$ cat config.mk
export PLATFORM = sky130hd
export DESIGN_NAME = lph_ram
export DESIGN_NICKNAME = d
export VERILOG_FILES = /design/src/rtl/lph_ram.sv
export SDC_FILE = /design/constraint.sdc
export NUM_CORES = 1
export LEC_CHECK = 0
export ABC_AREA = 1
export BUFFER_PORTS_ARGS = -buffer_cell sky130_fd_sc_hd__buf_4
export CORE_ASPECT_RATIO = 0.7
export CORE_UTILIZATION = 54
export CTS_BUF_LIST = sky130_fd_sc_hd__clkbuf_2
export CTS_CLUSTER_DIAMETER = 40
export DETAILED_ROUTE_END_ITERATION = 12
export PLACE_DENSITY_LB_ADDON = 0.1
export SYNTH_ARGS = -nofsm -noshare
export SYNTH_HDL_FRONTEND = slang
export SYNTH_SLANG_ARGS = --single-unit
$ cat constraint.sdc
create_clock -name i_clk -period 2 [get_ports i_clk]
set_input_delay 0.1 -clock i_clk [delete_from_list [all_inputs] [get_ports i_clk]]
set_output_delay 0.1 -clock i_clk [all_outputs]
set_load 0.01 [all_outputs]
$ cat src/rtl/lph_ram.sv
// Generic single-port synchronous RAM with registered read.
module lph_ram #(
    parameter int WIDTH = 8,
    parameter int DEPTH = 64
) (
    input  logic                     i_clk,
    input  logic                     i_we,
    input  logic [$clog2(DEPTH)-1:0] i_addr,
    input  logic [WIDTH-1:0]         i_wdata,
    output logic [WIDTH-1:0]         o_rdata
);
    logic [WIDTH-1:0] r_mem [DEPTH];
    logic [WIDTH-1:0] r_rdata;

    always_ff @(posedge i_clk) begin
        if (i_we) begin
            r_mem[i_addr] <= i_wdata;
        end
        r_rdata <= r_mem[i_addr];
    end

    assign o_rdata = r_rdata;
endmodule

==> impl_metrics.json <==
{
  "run_status": "finished, violations left",
  "violations": "negative setup slack",
  "gp_congestion": 0.9054,
  "clock-root-buffer": "clkbuf_2",
  "synth_flop_cell": "edfxtp_1",
  "clkTransAtPathRegs_ns": 0.10,
  "period_needed_ns": 2.000,
  "cp_slowest_stage_delay_ns": 1.33,
  "cp_common_cell": "dlygate4sd3_1",
  "synth_edf_count": 512,
  "power.density_mw_per_mm2": 816.3,
  "yosysWarnings": 0,
  "row_count": 61,
  "worstHoldPathType": "primary input to flop",
  "grt-ovfl-total": 0,
  "end_kind": "flop",
  "cts_tree": "done",
  "slew_viol_final": 0,
  "synthTopCellsByArea": "edfxtp_1 70%, nand2_1 24%, nor2_1 1.5%, buf_2 1.2%, buf_6 0.77%",
  "fill_cells": 3366,
  "max-slew-margin-rel_pct": 19.12,
  "crit_type": "primary input to flop",
  "ir_worst_vdd_v": 0.0004868,
  "p_leak_uw": 0.01085,
  "netlist_area_mm2": 0.02204,
  "post_cts_buffers": 0,
  "syn2layout_area_growth_pct": 13.24,
  "cpMaxStageDelayCell": "dlygate4sd3_1",
  "viasPerCell": 5.178,
  "setup_ws_ns": -0.0004159,
  "io_buffer_count": 23,
  "timing.final.crit_share_pct": 100.0,
  "ant_nets": 0,
  "startpoint_type": "primary input",
  "wl_per_cell_um": 19.19,
  "die-area_mm2": 0.04165,
  "crit_arrival_ns": 2.66,
  "synth_nets": 2183,
  "finalHoldViolations": 0,
  "die_y_um": 171.0,
  "pin_count": 24,
  "cp_num_buf_inv": 4,
  "grt_pass1_vias": 14860,
  "final_nets": 2384,
  "fmax_mhz": 499.9,
  "synth_commonest_cells": "1384 x nand2_1, 512 x edfxtp_1, 87 x nor2_1",
  "setup_violations": 1,
  "seq_area_frac_synth_pct": 70.47,
  "path_max_fanout": 21,
  "synth_top_cell_area_share_pct": 69.74,
  "drive_gt1_share_pct": 14.96,
  "synth.avg_cell_area_um2": 10.17,
  "grt_pass1_wl_um": 87160,
  "fin_util_pct": 62.42,
  "ys_seq_elements": 520,
  "drt_wl_total_um": 57630,
  "rsz0062_at_grt": "no",
  "drtPass1Iterations": 6,
  "syn_inst": 2167,
  "cts.path.max_buffers": 3,
  "skew_ns": 0.09479,
  "yosysTopAreaCell": "edfxtp_1",
  "final-seq-area_mm2": 0.01553,
  "clk_latency_ns": 1.11,
  "hpwl_um": 34560,
  "path_cells": "dlygate4sd3_1, dlygate4sd3_1, buf_4, dlygate4sd3_1",
  "drt-initial-drc-count": 1479,
  "track_usage_pct": 28.30,
  "cts_buffers": 116,
  "grt_antenna_before_repair": 5,
  "cts.sinks": 520,
  "maxCapViolCount": 0,
  "crit_family": "buffers and inverters",
  "start_util_pct": 55.12,
  "synth.distinct_cells": 22,
  "num_vias": 15550,
  "cp.required_ns": 2.66,
  "die_w_um": 243.5,
  "core_region_area_mm2": 0.03999,
  "multi_input_area_mm2": 0.005823,
  "post-place-ws_ns": 0.1179,
  "tightest_slew_ns": 1.209,
  "grt_max_degree": 71,
  "async_flop_share_pct": 0,
  "synth.most_common_cell": "nand2_1",
  "cts.htree.levels": 3,
  "drc": 0
}
## cell families after synthesis
family	count (synthesis)	synth area share, %
AO/OA/AOI/OAI	12	0.3292
buffers and inverters	131	3.156
flip-flops	520	70.47
AND/OR/NAND/NOR	1504	26.05
## power breakdown
part	total (uW)	switching, uW	internal, uW
Sequential	12100	37.4	12000
Combinational	1610	1140	474
Clock	6690	4080	2610
Total	20400	5250	15100
## layout by cell type (no fill, tap or decap), drive strengths merged
master / instances
buf: 152
bufinv: 1
clkbuf: 191
clkinv: 22
clkinvlp: 1
dfxtp: 8
diode: 3
dlygate4sd3: 31
edfxtp: 512
inv: 32
nand2: 1384
nand3: 13
nand4: 2
nor2: 89
nor3: 8
nor4: 2
o211ai: 5
o21ai: 7
or2: 6
## through the flow
stage / instance area (um^2) / power [uW] / hold slack [ns] / std cells / TNS [ns]
2_1_floorplan: 22040 / 13150 / 0.1989 / 2167 / -1.097
3_3_place_gp: 23520 / 13840 / 0.5036 / 2752 / 0
3_5_place_dp: 23520 / 13850 / 0.5057 / 2752 / 0
4_1_cts: 24960 / 20540 / 0.006867 / 3002 / 0
5_1_grt: 24960 / 21210 / 0.03986 / 3002 / 0
6_report: 24960 / 20380 / 0.1234 / 3004 / -0.0004159
## cell type report
class,instances,area share (%)
clock buffer,190,3.809
antenna,3,0.03007
timing repair buffer,184,6.922
inverter,30,0.4812
tap,535,2.681
clock inverter,26,0.5213
sequential,520,62.23
multi-input combinational,1516,23.33
## routing by layer
metal	track usage [%]	share of wire, %	vias to the layer above
li1	-	-	7490
met1	41.68	46	7376
met2	41.14	43	610
met3	7.247	9.5	78
met4	9.103	2.2	0
met5	0	0	-
## worst paths after layout
path | slack (ns) | to | startpoint | depth (start not counted)
min reg2reg | 0.62 | o_rdata[6] | r_mem[23][6] | 6
max | -0.0004 | r_mem[15][0] | i_wdata[0] | 4
max reg2reg | 0.23 | o_rdata[0] | r_mem[3][0] | 11
min | 0.12 | r_mem[42][1] | i_wdata[1] | 3
## worst register-to-register path, cell delays in order, from the launching register on
cell	delay [ns]
edfxtp_1	0.37
nand2_1	0.07
nand2_1	0.05
nand2_1	0.09
nand2_1	0.06
nand2_1	0.05
nand2_1	0.09
nand2_1	0.08
dlygate4sd3_1	0.56
nand2_1	0.06
nor2_1	0.10
nand2_1	0.05
## sequential cells by signal (all words and copies together) (netlist names)
name,count
o_rdata,8
r_mem,512
## timing repair
action | CTS | global route
endpoints found under the hold margin | 1032 | 0
hold buffers | 34 | 0
resized for setup | 0 | 2
setup endpoints to repair | 0 | 8
Note: power is estimated with default switching activity, not from simulation.
